$ cat src/sv/its_pkg.sv
// shared types, constants and tag lookup for the inline tag stream splitter
// no dependencies; imported by the matcher, the emitter, the top level and the bench
package its_pkg;

    localparam int unsigned OPEN_LEN  = 7;
    localparam int unsigned CLOSE_LEN = 8;
    localparam int unsigned IDX_W     = 3;

    localparam logic [7:0] CHAR_LT = 8'h3C;

    // kind of request on the input side
    localparam logic OP_BYTE   = 1'b0;
    localparam logic OP_FINISH = 1'b1;

    // one unit of output work: a run of held tag bytes plus an optional tail
    typedef struct packed {
        logic             valid;
        logic [IDX_W-1:0] prefix_len;
        logic             reas;
        logic             has_tail;
        logic             tail_done;
        logic [7:0]       tail_byte;
    } job_t;

    // byte idx of the tag that ends the current mode's match
    function automatic logic [7:0] tag_byte(input logic reas, input logic [IDX_W-1:0] idx);
        logic [7:0] b;
        b = 8'h00;
        if (reas)
        begin
            case (idx)
                3'd0:    b = 8'h3C; // <
                3'd1:    b = 8'h2F; // /
                3'd2:    b = 8'h74; // t
                3'd3:    b = 8'h68; // h
                3'd4:    b = 8'h69; // i
                3'd5:    b = 8'h6E; // n
                3'd6:    b = 8'h6B; // k
                default: b = 8'h3E; // >
            endcase
        end
        else
        begin
            case (idx)
                3'd0:    b = 8'h3C;
                3'd1:    b = 8'h74;
                3'd2:    b = 8'h68;
                3'd3:    b = 8'h69;
                3'd4:    b = 8'h6E;
                3'd5:    b = 8'h6B;
                3'd6:    b = 8'h3E;
                default: b = 8'h00;
            endcase
        end
        return b;
    endfunction

endpackage

$ cat src/sv/its_matcher.sv
// tag matcher: mode and partial-match state, turns each request into an output job
// depends on its_pkg
module its_matcher
(
    input  logic          clk,
    input  logic          rst_n,
    input  logic          accept,
    input  logic          opcode,
    input  logic [7:0]    byte_value,
    output its_pkg::job_t job
);
    import its_pkg::*;

    logic             in_reasoning_reg, in_reasoning_next;
    logic [IDX_W-1:0] matched_reg, matched_next;
    logic             finished_reg, finished_next;

    logic             hit;
    logic             at_end;
    logic [IDX_W-1:0] matched_inc;

    assign matched_inc = matched_reg + 1'b1;
    // the open tag has no eighth byte
    assign hit = (in_reasoning_reg || (matched_reg != IDX_W'(OPEN_LEN))) &&
                 (tag_byte(in_reasoning_reg, matched_reg) == byte_value);
    assign at_end = in_reasoning_reg ? (matched_reg == IDX_W'(CLOSE_LEN - 1))
                                     : (matched_reg == IDX_W'(OPEN_LEN - 1));

    always_comb
    begin
        in_reasoning_next = in_reasoning_reg;
        matched_next      = matched_reg;
        finished_next     = finished_reg;
        job.valid         = 1'b0;
        job.prefix_len    = matched_reg;
        job.reas          = in_reasoning_reg;
        job.has_tail      = 1'b0;
        job.tail_done     = 1'b0;
        job.tail_byte     = byte_value;
        if (accept)
        begin
            if (opcode == OP_FINISH)
            begin
                if (!finished_reg)
                begin
                    finished_next = 1'b1;
                    matched_next  = '0;
                    job.valid     = 1'b1;
                    job.has_tail  = 1'b1;
                    job.tail_done = 1'b1;
                end
            end
            else if (hit)
            begin
                if (at_end)
                begin
                    in_reasoning_next = !in_reasoning_reg;
                    matched_next      = '0;
                end
                else
                begin
                    matched_next = matched_inc;
                end
            end
            else if (byte_value == CHAR_LT)
            begin
                // a stray '<' starts a fresh match after releasing the old prefix
                matched_next = IDX_W'(1);
                job.valid    = (matched_reg != '0);
            end
            else
            begin
                matched_next = '0;
                job.valid    = 1'b1;
                job.has_tail = 1'b1;
            end
        end
    end

    always_ff @(posedge clk or negedge rst_n)
    begin
        if (!rst_n)
        begin
            in_reasoning_reg <= 1'b0;
            matched_reg      <= '0;
            finished_reg     <= 1'b0;
        end
        else
        begin
            in_reasoning_reg <= in_reasoning_next;
            matched_reg      <= matched_next;
            finished_reg     <= finished_next;
        end
    end

endmodule

$ cat src/sv/its_emitter.sv
// output side: skid slot plus active job register, serializes held bytes and tail
// depends on its_pkg
module its_emitter
(
    input  logic          clk,
    input  logic          rst_n,
    input  its_pkg::job_t job,
    output logic          in_ready,
    output logic          m_tvalid,
    input  logic          m_tready,
    output logic [7:0]    m_tdata,
    output logic [1:0]    m_tuser,
    output logic          m_tlast
);
    import its_pkg::*;

    job_t             main_reg, main_next;
    job_t             skid_reg, skid_next;
    logic [IDX_W-1:0] idx_reg, idx_next;

    logic in_prefix;
    logic piece_last;
    logic main_free;
    logic xfer;

    assign in_prefix = idx_reg < main_reg.prefix_len;
    assign piece_last = in_prefix ? ((idx_reg == main_reg.prefix_len - 1'b1) &&
                                     !main_reg.has_tail)
                                  : 1'b1;

    always_comb
    begin
        if (in_prefix)
        begin
            m_tdata    = tag_byte(main_reg.reas, idx_reg);
            m_tuser[0] = main_reg.reas;
            m_tuser[1] = 1'b0;
        end
        else
        begin
            m_tdata    = main_reg.tail_done ? 8'h00 : main_reg.tail_byte;
            m_tuser[0] = main_reg.tail_done ? 1'b0 : main_reg.reas;
            m_tuser[1] = main_reg.tail_done;
        end
    end

    assign m_tvalid  = main_reg.valid;
    assign m_tlast   = piece_last;
    assign in_ready  = !skid_reg.valid;
    assign xfer      = main_reg.valid && m_tready;
    assign main_free = !main_reg.valid || (xfer && piece_last);

    always_comb
    begin
        main_next = main_reg;
        skid_next = skid_reg;
        idx_next  = idx_reg;
        if (xfer && !piece_last)
        begin
            idx_next = idx_reg + 1'b1;
        end
        if (main_free)
        begin
            idx_next = '0;
            if (skid_reg.valid)
            begin
                main_next       = skid_reg;
                skid_next.valid = 1'b0;
            end
            else
            begin
                main_next = job;
            end
        end
        else if (job.valid)
        begin
            skid_next = job;
        end
    end

    always_ff @(posedge clk or negedge rst_n)
    begin
        if (!rst_n)
        begin
            main_reg <= '0;
            skid_reg <= '0;
            idx_reg  <= '0;
        end
        else
        begin
            main_reg <= main_next;
            skid_reg <= skid_next;
            idx_reg  <= idx_next;
        end
    end

endmodule

$ cat src/sv/inline_tag_stream_splitter.sv
// a result appears on the master side in the cycle after its request is accepted
//   when the output side is idle
// the input takes one request per cycle while the skid slot is empty; a request releasing
//   n held tag bytes and a tail is sent as n+1 output bytes; the one-entry skid slot takes
//   the next request, then the input stalls until the run drains
// requests that complete or extend a tag give no result
// reset: rst_n asynchronous active low, clears mode, match length, finish flag and output side
module inline_tag_stream_splitter
(
    input  logic       clk,
    input  logic       rst_n,
    input  logic       s_tvalid,
    output logic       s_tready,
    input  logic [7:0] s_tdata,   // [7:0] byte_value
    input  logic       s_tuser,   // [0] opcode
    output logic       m_tvalid,
    input  logic       m_tready,
    output logic [7:0] m_tdata,   // [7:0] out_byte
    output logic [1:0] m_tuser,   // [0] is_reasoning, [1] is_done
    output logic       m_tlast
);
    import its_pkg::*;

    job_t job;
    logic accept;

    assign accept = s_tvalid && s_tready;

    its_matcher u_matcher
    (
        .clk        (clk),
        .rst_n      (rst_n),
        .accept     (accept),
        .opcode     (s_tuser),
        .byte_value (s_tdata),
        .job        (job)
    );

    its_emitter u_emitter
    (
        .clk      (clk),
        .rst_n    (rst_n),
        .job      (job),
        .in_ready (s_tready),
        .m_tvalid (m_tvalid),
        .m_tready (m_tready),
        .m_tdata  (m_tdata),
        .m_tuser  (m_tuser),
        .m_tlast  (m_tlast)
    );

endmodule

$ cat config.mk
export PLATFORM = sky130hd
export DESIGN_NAME = inline_tag_stream_splitter
export DESIGN_NICKNAME = d
export VERILOG_FILES = /design/src/sv/its_pkg.sv /design/src/sv/its_matcher.sv /design/src/sv/its_emitter.sv /design/src/sv/inline_tag_stream_splitter.sv
export SDC_FILE = /design/constraint.sdc
export NUM_CORES = 1
export LEC_CHECK = 0
export BUFFER_PORTS_ARGS = -buffer_cell sky130_fd_sc_hd__buf_2
export CAP_MARGIN = 20
export CORE_MARGIN = 2
export CORE_UTILIZATION = 25
export DETAILED_ROUTE_END_ITERATION = 12
export HOLD_SLACK_MARGIN = 0.15
export PLACE_DENSITY = 0.45
export SLEW_MARGIN = 20
export SYNTH_ARGS = -nofsm -noshare
export SYNTH_HDL_FRONTEND = slang
export SYNTH_HIERARCHICAL = 1
export SYNTH_SLANG_ARGS = --single-unit
$ cat constraint.sdc
create_clock -name clk -period 5.2 [get_ports clk]
set_clock_uncertainty 0.05 [all_clocks]
set_input_delay 0.52 -clock clk [delete_from_list [all_inputs] [get_ports clk]]
set_output_delay 0.52 -clock clk [all_outputs]
set_load 0.02 [all_outputs]
* Word level (Yosys, flattened, before mapping) *
Cells that the tools add are included.

word-level totals
  memories = 0
  RAM bits = 0
  input bits = 13
  output and inout port bits = 13
  ROM bits = 0
  logic and storage cells = 95
  flip-flop bits (word level) = 38
  latch bits = 0

operators by class
  bitwise logic cells = 2
  $lt $le $gt $ge = 1
  muxes and demuxes = 33
  reduce and logical (&&, ||, !) cells = 22
  add/sub/neg operators = 3
  multiply operators = 0
  equal/unequal tests = 18
  shifts and indexed selects = 0
  div/mod/pow operators = 0

operator list
  kind                                                 count
  one-hot mux 7 bit (7 select lines)                   4
  two-way mux 8 bit                                    4
  two-way mux 15 bit                                   2
  equality test 3 bit, second input constant           7
  two-way mux 3 bit                                    6
  two-way mux 1 bit                                    14
  equality test 3 x 2 -> 1 bit, second input constant  4
  equality test 8 x 6 -> 1 bit, second input constant  1
  equality test 8 bit                                  1
  adder 3 x 1 -> 3 bit, second input constant          2
  equality test 3 x 1 -> 1 bit, second input constant  2
  logical AND 1 bit                                    6
  logical NOT 3 bit                                    2
  two-way mux 2 bit                                    3
  AND reduction 2 bit                                  3
  logical NOT 1 bit                                    5
  AND reduction 4 bit                                  1
  nonzero test 2 bit                                   2
  equality test 3 bit                                  1
  < comparator 3 bit                                   1
  inequality test 3 bit, second input constant         1
  nonzero test 3 bit                                   1
  subtractor 3 x 1 -> 3 bit, second input constant     1
  logical OR 1 bit                                     2
  2 further kinds                                      3

* Logic depth before layout (Yosys ltp) *
Gate-level depths: netlist (run 1).

  word-level depth = 10
  gate-level depth with buffers = 14
  mapped depth without buffers = 11

* Hierarchy *
Netlist (run 1), hierarchy kept.

by module, submodules not included
  module                      area each (µm²)  seq. area each (µm²)  times used  cells each
  its_emitter                 2004.4           825.8                 1           170
  its_matcher                 885.8            125.1                 1           111
  inline_tag_stream_splitter  6.3              0.0                   1           1

* Worst setup path after synthesis (run 1) *
Ideal clock, no wire load.

  kind = reg-to-reg
  start point = reg u_matcher.matched_reg[0]
  end point = reg u_emitter/skid_reg[0] (netlist name)
  data required time = 5025 ps
  stages on the path, launching flop included = 12
  buffers on the path = 1
  period minus slack after synthesis = 3302 ps
  library setup time = 125 ps
  data arrival time = 3127 ps
  path slack = 1898 ps
  cell sequence = dfrtp_1 -> inv_1 -> ha_1 -> or4b_1 -> a21oi_2 -> xnor2_1 -> a2111o_1 -> nor4_4 -> o21ai_0 -> nand4_4 -> buf_6 -> mux2_4

RTL lines
  item                    line               text
  start, declared         its_matcher.sv:15  logic [IDX_W-1:0] matched_reg, matched_next;
  start signal, assigned  its_matcher.sv:91  matched_reg <= matched_next;
  end signal, assigned    its_emitter.sv:92  skid_reg <= skid_next;
  end, declared           its_emitter.sv:18  job_t skid_reg, skid_next;

==> impl_metrics.csv, run 1 <==
group,metric,value,unit
status,status,"finished clean",
route,vias,2107,
final_layout,fill_cells,1195,
yosys,syn_nets,309,
sta,rsz0062_at_grt,"false",
floorplan,io_pins,26,
floorplan,start_util,25.5,%
yosys,synthXorXnorAreaFrac,3.20,%
yosys,yosys_register_bits,38,
worst_setup_path,path_class,"reg2reg",
sta,worst_slack,1.50,ns
worst_setup_path,start_kind,"flip-flop",
yosys,synth_top_area_share,32.8,%
yosys,synthAdderAreaFrac,6.05,%
yosys,synth_compound_area_share,14.9,%
route,drcViolationCount,0,
sta,fin_crit,3.70,ns
global_routing,grt_pass1_vias,2086,
sta,drv_slew,0,
yosys,synth_top_area_cell,"dfrtp_1",
place,io_buffers,25,
worst_setup_path,regToRegStartpoint,"u_matcher/matched_reg[0]$_DFFE_PN0P_",
final_layout,largest_reg_flops,15,
yosys,synthArstFlopShare,100,%
worst_setup_path,worstPathRequired,5.31,ns
worst_setup_path,cp.depth,10,
final_layout,syn_to_final_growth,9.98,%
yosys,yosysMostFrequentCell,"dfrtp_1",
final_layout,diodes,0,
global_routing,antenna_found_initial,0,
yosys,synth_area_per_cell,10.3,um^2
floorplan,num_rows,39,
route,via_per_inst,4.87,
final_layout,regArea,951,um^2
global_routing,overflow,0,
worst_setup_path,cpMaxStageDelayCell,"or4b_1",
yosys,ys_seq_area_share,32.8,%
clock_tree,postCtsHoldBufs,0,
worst_setup_path,worstRegToRegCells,10,
worst_setup_path,crit_path_start,"u_matcher/matched_reg[0]$_DFFE_PN0P_",
clock_tree,clock_path_buffers,2,
clock_tree,clkLatencyLatePin,0.27,ns
sta,period_share,71.2,%
worst_setup_path,crit_path_cell_trace,"inv_1, ha_1, or4b_1, a21oi_2, xnor2_1, a2111o_1, nor4_4, o21ai_0, nand4_4, mux2_2",
clock_tree,cts_buffers,5,
route,routed_wl,6.50,mm
sta,hold_viol_final,0,
yosys,syn_inst,282,
final_layout,multi_input_area,1740,um^2
worst_setup_path,cp-end-kind,"flip-flop",
global_routing,grt_start_max_net_pins,39,
yosys,synth_area,2900,um^2
clock_tree,cts_tree,"done",
route,postRouteAntennaNets,0,
yosys,synth_top_family_by_area,"multiplexers",
worst_setup_path,reg2reg_slack,1.50,ns
yosys,yosysUniqueCellTypes,64,
power,p_per_area,490,nW/um^2
yosys,synth-main-ff-cell,"dfrtp_1",
floorplan,die_h,112,um
sta,fmax,270,MHz
yosys,ys_top_cells_by_count,"dfrtp_1 (38), mux2_2 (21)",
clock_tree,clkSlewWorstSetupHoldPaths,0.05,ns
worst_setup_path,arrival,3.81,ns
route,dr.pass1.iters,4,
place,gp_congestion,0.782,
power,p_leak,0.00140,uW
floorplan,core,11400,um^2
worst_setup_path,critPathMaxStageDelay,0.57,ns
yosys,synth-edff-count,0,
sta,finalSetupViolCount,0,
yosys,synth.area.mux_share,18.7,%
route,wl_per_cell,15.0,um
power,vdd_ir_drop_max,0.236,mV
clock_tree,cts_setup_buffers,0,
clock_tree,htree_levels,2,
sta,worst_pin_slew,0.889,ns
final_layout,layout-drive-gt1-share,27.9,%
yosys,yosys.area_share.simple,17.1,%
worst_setup_path,cp_top_family,"simple AND/OR/NAND/NOR gates",
final_layout,nNetsFinal,318,
clock_tree,clkSinkCount,38,
clock_tree,root_buffer,"clkbuf_16",
yosys,synth_area_leaders,"dfrtp_1 (33%), mux2_2 (8.2%), mux2_4 (6.7%)",
yosys,synth_warnings,6,
floorplan,die-area,12500,um^2
sta,slew_headroom,40.7,%
worst_setup_path,worstSetupEndpoint,"u_emitter/skid_reg[12]$_DFFE_PN0P_",
min_path,hp-class,"in2async",
worst_setup_path,cp_max_fo,14,
worst_setup_path,critPathBufInv,1,
floorplan,dieWidth,112,um
route,drt_first_iter_violations,139,
place,hpwl,4.73,mm
clock_tree,cts_resized,0,
worst_setup_path,timing.rr.end,"u_emitter/skid_reg[12]$_DFFE_PN0P_",
global_routing,grt_pass1_wl,10.9,mm
place,dp_slack,1.50,ns
sta,setup_tns,0,ns
global_routing,track_usage,10.7,%
run,maxCapViolCount,0,
==> worst min path at each step <==
stage	startpoint	to
final	rst_n	u_emitter/skid_reg[14]$_DFFE_PN0P_
after global routing	rst_n	u_emitter/skid_reg[14]$_DFFE_PN0P_
after CTS	rst_n	u_emitter/main_reg[12]$_DFFE_PN0P_
after detailed placement	u_matcher/finished_reg$_DFFE_PN0P_	u_matcher/finished_reg$_DFFE_PN0P_
after global placement	u_matcher/finished_reg$_DFFE_PN0P_	u_matcher/finished_reg$_DFFE_PN0P_
after floorplan	rst_n	u_emitter/idx_reg[0]$_DFFE_PN0P_
==> stage by stage <==
| stage | utilization [%] | cells | hold slack (ns) | total power [uW] | instance area (um^2) |
|---|---|---|---|---|---|
| 6_report | 28.0 | 433 | 0.323 | 1560 | 3190 |
| 5_1_grt | 28.0 | 433 | 0.396 | 1680 | 3190 |
| 4_1_cts | 28.0 | 433 | 0.357 | 1580 | 3190 |
| 3_5_place_dp | 26.8 | 427 | 0.427 | 1280 | 3050 |
| 3_3_place_gp | 26.8 | 427 | 0.416 | 1270 | 3050 |
| 2_1_floorplan | - | 282 | 0.174 | 1100 | 2900 |
==> cells in the final DEF, fill, tap and decap left out, drive strengths merged, types with 4 or more instances in the layout <==
cell type	count
o21ai	15
nor3	9
ha	14
clkbuf	6
nand2	13
buf	25
o31a	5
nand3b	10
or2	4
and2	4
xnor2	5
nor4	5
inv	14
mux2	34
nand3	4
a21oi	8
nor2	10
mux2i	11
dfrtp	38
nor2b	6
==> routing by layer <==
metal  track usage (%)  wire, um  share of wire, %  up-vias
met2              16.0      2830                44       42
met1              15.7      3410                52     1017
li1                  -         -                 -     1046
met5                 0         0                 0        -
met4              3.46        55              0.85        0
met3              1.91       203               3.1        2
==> kinds of logic after synthesis <==
group,after synthesis
flip-flops,38
adder cells (fa/ha/maj),14
XOR/XNOR,9
multiplexers,45
buffers and inverters,37
AO/OA/AOI/OAI,60
AND/OR/NAND/NOR,79
==> area by class of cell <==
class,count,share of cell area [%]
clock buffers,6,4.36
repair buffers,25,3.93
inverters,14,1.65
multi-input cells,207,54.6
flip-flops and latches,38,29.9
well taps,143,5.62
==> where the power goes <==
group / total [uW] / internal (uW) / switching (uW)
Clock: 290 / 185 / 105
Combinational: 795 / 357 / 438
Sequential: 475 / 391 / 84.1
Total: 1560 / 933 / 627
Power figures use the tool's default switching activity.
==> run 2: changes to the inputs <==
--- a/config.mk
+++ b/config.mk
@@ -5,6 +5,7 @@
 export SDC_FILE = /design/constraint.sdc
 export NUM_CORES = 1
 export LEC_CHECK = 0
+export ABC_AREA = 1
 export BUFFER_PORTS_ARGS = -buffer_cell sky130_fd_sc_hd__buf_2
 export CAP_MARGIN = 20
 export CORE_MARGIN = 2
==> constraint.sdc (replaced) <==
create_clock -name clk -period 3.49 [get_ports clk]
set_clock_uncertainty 0.05 [all_clocks]
set_input_delay 0.349 -clock clk [delete_from_list [all_inputs] [get_ports clk]]
set_output_delay 0.349 -clock clk [all_outputs]
set_load 0.02 [all_outputs]
==> run 2 against run 1 <==
Against the previous run: power rose by 58%; sequential share of layout area fell by 0.20 points; global-route usage rose by 0.66 points; synthesized area fell by 1.1%; hold slack got worse by 0.19 ns; sequential power rose by 41%; worst setup slack got worse by 0.78 ns; largest cell class unchanged.
==> impl_metrics.csv, run 2 <==
group,metric,value,unit
route,via_per_inst,4.43,
clock_tree,cts_tree,"done",
floorplan,dieWidth,111,um
yosys,syn_nets,419,
route,drt_first_iter_violations,204,
route,drcViolationCount,0,
final_layout,layout_commonest_cell,"nand2_1",
route,postRouteAntennaNets,0,
global_routing,grt_pass1_wl,11.6,mm
sta,period_share,79.3,%
clock_tree,root_buffer,"clkbuf_16",
route,drt-met1-wl,3.42,mm
route,vias,2425,
clock_tree,clock_path_buffers,2,
sta,worst_pin_slew,0.883,ns
floorplan,io_pins,26,
yosys,synth-edff-count,0,
sta,finalSetupViolCount,0,
route,wl_per_cell,12.4,um
clock_tree,postCtsHoldBufs,0,
clock_tree,clkSlewWorstSetupHoldPaths,0.06,ns
final_layout,post-route-util,28.3,%
final_layout,final_cell_mix,"nand2_1 (122), dfrtp_1 (38), nand3_1 (34)",
yosys,synth_top_area_cell,"dfrtp_1",
floorplan,core,11300,um^2
yosys,yosysMostFrequentCell,"nand2_1",
yosys,synth_area,2870,um^2
yosys,synth_top_area_share,33.2,%
final_layout,nNetsFinal,430,
place,io_buffers,25,
global_routing,track_usage,11.4,%
clock_tree,htree_levels,2,
route,routed_wl,6.77,mm
sta,setup_tns,0,ns
sta,drv_slew,0,
floorplan,die-area,12300,um^2
global_routing,overflow,0,
worst_setup_path,worstRegToRegCells,16,
run,maxCapViolCount,0,
sta,fin_crit,2.77,ns
min_path,hp-class,"in2async",
worst_setup_path,arrival,2.93,ns
worst_setup_path,start_kind,"flip-flop",
clock_tree,clkLatencyLatePin,0.28,ns
yosys,yosysUniqueCellTypes,34,
power,p_per_area,767,nW/um^2
sta,fmax,361,MHz
worst_setup_path,worstPathRequired,3.65,ns
global_routing,grt_pass1_vias,2378,
yosys,synth_warnings,6,
power,p_leak,0.00163,uW
sta,slew_headroom,41.1,%
floorplan,num_rows,39,
power,vdd_ir_drop_max,0.433,mV
sta,hold_viol_final,0,
route,met2_wirelength,3.04,mm
worst_setup_path,cp-end-kind,"flip-flop",
sta,rsz0062_at_grt,"false",
yosys,synth_area_per_cell,7.31,um^2
status,status,"finished clean",
place,gp_congestion,0.766,
final_layout,largest_reg_flops,15,
global_routing,grt_start_max_net_pins,45,
floorplan,start_util,25.3,%
yosys,syn_inst,392,
route,wl_met3,235,um
yosys,ys_seq_area_share,33.2,%
route,dr.pass1.iters,4,
yosys,synth_area_leaders,"dfrtp_1 (33%), nand2_1 (16%), ha_1 (6.1%)",
clock_tree,cts_resized,0,
floorplan,die_h,111,um
clock_tree,cts_buffers,5,
yosys,synthArstFlopShare,100,%
route,top_layer_used,"met4",
worst_setup_path,cp_max_fo,16,
yosys,yosys_register_bits,38,
global_routing,antenna_found_initial,0,
clock_tree,clkSinkCount,38,
final_layout,layout-drive-gt1-share,16.8,%
place,hpwl,5.07,mm
yosys,ys_top_cells_by_count,"nand2_1 (122), dfrtp_1 (38), nand3_1 (34), inv_1 (33)",
final_layout,diodes,0,
clock_tree,cts_setup_buffers,0,
final_layout,syn_to_final_growth,11.9,%
worst_setup_path,path_class,"reg2reg",
yosys,synth-main-ff-cell,"dfrtp_1",
==> run 2: cell count changes in the layout (fill, tap and decap cells not counted), moves of 5 or more <==
cell	delta
mux2_4	-13
mux2_2	-21
o21ai_1	+18
nand2_4	+5
nand2_1	+109
inv_1	+19
nor2_1	+9
nor3_1	-8
nand3b_1	-9
nor2b_1	-6
inv_2	+6
nand3_1	+31
nand2_2	+10
==> run 2: final timing paths <==
kind,start,to,slack [ns]
max,u_matcher/matched_reg[0]$_DFFE_PN0P_,u_emitter/skid_reg[2]$_DFFE_PN0P_,0.72
min,rst_n,u_emitter/idx_reg[2]$_DFFE_PN0P_,0.14
max reg2reg,u_matcher/matched_reg[0]$_DFFE_PN0P_,u_emitter/skid_reg[2]$_DFFE_PN0P_,0.72
min reg2reg,u_emitter/skid_reg[1]$_DFFE_PN0P_,u_emitter/skid_reg[1]$_DFFE_PN0P_,0.42
max in group asynchronous,rst_n,u_emitter/main_reg[8]$_DFFE_PN0P_,2.69
min in group clk,s_tuser,u_matcher/finished_reg$_DFFE_PN0P_,0.25
==> run 2: critical path, cell delays in order, from the launching register on <==
cell	delay, ns
dfrtp_1	0.49
inv_1	0.15
ha_1	0.29
o21ai_0	0.25
nand2_1	0.14
o21ai_1	0.19
nand2_1	0.07
nand2_1	0.05
nand2_1	0.05
nor2_2	0.22
nand2_2	0.09
nand2_2	0.07
nand3_1	0.06
buf_4	0.20
nand2_4	0.18
nand2_1	0.07
nand2_1	0.07
==> run 2: cell type report <==
type / instances / area [um^2]
clock buffers: 5 / 125
well taps: 143 / 179
inverters: 40 / 158
multi-input cells: 291 / 1590
fillers: 1253 / 8110
repair buffers: 27 / 140
flip-flops and latches: 38 / 951
clock inverters: 3 / 68.8
==> run 2: logic make-up after synthesis <==
group,after synthesis,share of synthesized area [%]
XOR/XNOR,1,0.306
AND/OR/NAND/NOR,208,33.7
buffers and inverters,63,11.5
AO/OA/AOI/OAI,54,10.3
flip-flops,38,33.2
adder cells (fa/ha/maj),14,6.11
multiplexers,14,4.89
==> run 2: metal layers <==
metal	track usage, %	vias up
li1	-	1275
met2	18.4	41
met3	1.97	6
met5	0	-
met4	3.37	0
met1	15.7	1103
==> run 2: metrics by stage <==
stage | setup WS (ns) | cells | total power, uW | hold slack [ns] | instance area, um^2
6_report | 0.722 | 547 | 2460 | 0.136 | 3210
5_1_grt | 0.401 | 547 | 2670 | 0.213 | 3210
4_1_cts | 0.720 | 547 | 2480 | 0.172 | 3210
3_5_place_dp | 0.745 | 539 | 1880 | 0.408 | 3010
3_3_place_gp | 0.744 | 539 | 1870 | 0.403 | 3010
2_1_floorplan | 0.929 | 392 | 1620 | 0.00341 | 2870
==> run 2: power breakdown <==
part | switching, uW | internal, uW
Combinational | 789 | 405
Clock | 181 | 411
Sequential | 95.2 | 577
==> run 3: changes to the inputs <==
--- a/config.mk
+++ b/config.mk
@@ -5,7 +5,7 @@
 export SDC_FILE = /design/constraint.sdc
 export NUM_CORES = 1
 export LEC_CHECK = 0
-export ABC_AREA = 1
+export ABC_AREA = 0
 export BUFFER_PORTS_ARGS = -buffer_cell sky130_fd_sc_hd__buf_2
 export CAP_MARGIN = 20
 export CORE_MARGIN = 2
==> constraint.sdc (replaced) <==
create_clock -name clk -period 2.82 [get_ports clk]
set_clock_uncertainty 0.05 [all_clocks]
set_input_delay 0.282 -clock clk [delete_from_list [all_inputs] [get_ports clk]]
set_output_delay 0.282 -clock clk [all_outputs]
set_load 0.02 [all_outputs]
==> run 3 against run 2 <==
Against the previous run: the run now ends with setup timing left; utilization increased by 4.7 points; sequential power rose by 27%; hold slack better by 0.064 ns; critical path type unchanged.
==> impl_metrics.csv, run 3 (same netlist as run 1, synthesis figures left out) <==
group,metric,value,unit
power,p_leak,0.00166,uW
clock_tree,clock_path_buffers,2,
worst_setup_path,critPathMaxStageDelay,0.53,ns
worst_setup_path,path_class,"reg2reg",
sta,worst_slack,-0.232,ns
route,drcViolationCount,0,
floorplan,dieWidth,112,um
status,violations,"setup timing",
final_layout,nNetsFinal,360,
final_layout,final_cell_mix,"dfrtp_1 (35), buf_4 (32), buf_2 (25)",
final_layout,fill_cells,1168,
final_layout,layout_commonest_cell,"dfrtp_1",
worst_setup_path,cp-end-kind,"flip-flop",
run,maxCapViolCount,0,
floorplan,die-area,12500,um^2
sta,fin_crit,3.05,ns
clock_tree,htree_levels,2,
sta,setup_tns,-3.37,ns
min_path,hp-class,"in2reg",
worst_setup_path,cp_max_fo,7,
global_routing,track_usage,11.9,%
sta,hold_viol_final,0,
sta,rsz0062_at_grt,"true",
sta,drv_slew,0,
place,gp_congestion,0.822,
floorplan,num_rows,39,
clock_tree,clkSinkCount,38,
final_layout,fin_area,3760,um^2
worst_setup_path,start_kind,"flip-flop",
global_routing,grt_pass1_vias,2348,
route,drt_first_iter_violations,109,
route,postRouteAntennaNets,0,
global_routing,grt_start_max_net_pins,39,
power,vdd_ir_drop_max,0.644,mV
sta,worst_pin_slew,0.881,ns
worst_setup_path,cpMaxStageDelayCell,"or4b_4",
sta,slew_headroom,41.3,%
final_layout,post-route-util,33.1,%
final_layout,diodes,0,
global_routing,grt_pass1_wl,12.2,mm
power,p_per_area,852,nW/um^2
sta,finalSetupViolCount,19,
clock_tree,clkLatencyLatePin,0.28,ns
global_routing,antenna_found_initial,0,
sta,period_share,108,%
status,status,"finished, violations left",
sta,fmax,328,MHz
sta,holdWs,0.199,ns
floorplan,die_h,112,um
place,placed_area,3300,um^2
clock_tree,cts_buffers,5,
worst_setup_path,arrival,3.16,ns
final_layout,layout-drive-gt1-share,44.6,%
clock_tree,root_buffer,"clkbuf_16",
floorplan,start_util,25.5,%
route,via_per_inst,4.73,
clock_tree,cts_tree,"done",
global_routing,overflow,0,
floorplan,io_pins,26,
route,wl_per_cell,15.1,um
final_layout,syn_to_final_growth,29.8,%
place,io_buffers,25,
final_layout,largest_reg_flops,15,
worst_setup_path,crit_path_cell_trace,"ha_4, or4b_4, a21oi_2, xnor2_1, a2111o_1, nor4_4, buf_4, o21ai_4, nand4_4, mux2_4",
place,hpwl,5.24,mm
route,vias,2257,
floorplan,core,11400,um^2
route,dr.pass1.iters,4,
clock_tree,clkSlewWorstSetupHoldPaths,0.06,ns
worst_setup_path,worstPathRequired,2.93,ns
route,routed_wl,7.20,mm
==> run 3: worst paths after layout <==
path | from | endpoint | slack [ns] | depth (start not counted)
setup / recovery | u_matcher/matched_reg[1]$_DFFE_PN0P_ | u_emitter/skid_reg[5]$_DFFE_PN0P_ | -0.23 | 10
hold / removal | s_tuser | u_matcher/finished_reg$_DFFE_PN0P_ | 0.20 | 3
setup reg to reg | u_matcher/matched_reg[1]$_DFFE_PN0P_ | u_emitter/skid_reg[5]$_DFFE_PN0P_ | -0.23 | 10
hold reg to reg | u_matcher/finished_reg$_DFFE_PN0P_ | u_matcher/finished_reg$_DFFE_PN0P_ | 0.43 | 1
max in group asynchronous | rst_n | u_emitter/idx_reg[1]$_DFFE_PN0P_ | 1.49 | 2
min in group asynchronous | rst_n | u_matcher/matched_reg[2]$_DFFE_PN0P_ | 0.61 | 2
==> run 3: metrics by stage <==
stage	instances	power [uW]	setup WS, ns
finish	477	3200	-0.232
global route	477	3440	-0.352
CTS	473	3210	-0.157
detailed placement	454	2480	-0.357
global placement	454	2470	-0.305
floorplan	282	2050	-0.205
==> run 3: cell type report <==
class	instances	area, um^2	share of cell area [%]
clock buffers	6	139	3.70
flip-flops and latches	38	955	25.4
inverters	14	57.6	1.53
clock inverters	2	12.5	0.333
well taps	143	179	4.76
repair buffers	66	478	12.7
multi-input cells	208	1940	51.6
==> run 3: power breakdown <==
group,switching (uW),leakage [uW],internal [uW]
combinational,941,0.00111,841
clock,217,0.0000729,350
sequential,130,0.000474,723
total,1290,0.00166,1910
==> run 3: critical path, delay by kind of cell, from the launching register on <==
family | cells | cell delay (ns)
multiplexers | 1 | 0.32
AND/OR/NAND/NOR | 3 | 1.00
AO/OA/AOI/OAI | 3 | 0.66
flip-flops | 1 | 0.46
XOR/XNOR | 1 | 0.07
buffers and inverters | 1 | 0.18
adder cells (fa/ha/maj) | 1 | 0.19
==> run 3: layer usage <==
| metal | global-route usage, % | wire (um) |
|---|---|---|
| met4 | 3.70 | 91 |
| met5 | 0 | 0 |
| met2 | 19.1 | 3260 |
| met1 | 16.7 | 3680 |
| met3 | 1.74 | 163 |
==> run 3: repair_timing <==
item | CTS | global route
gates resized for setup | 30 | 11
setup endpoints to repair | 16 | 22
setup buffers | 10 | 4
hold buffers | 1 | 0
cloned | 1 | 0
endpoints found under the hold margin | 38 | 0
pin swaps | 14 | 8
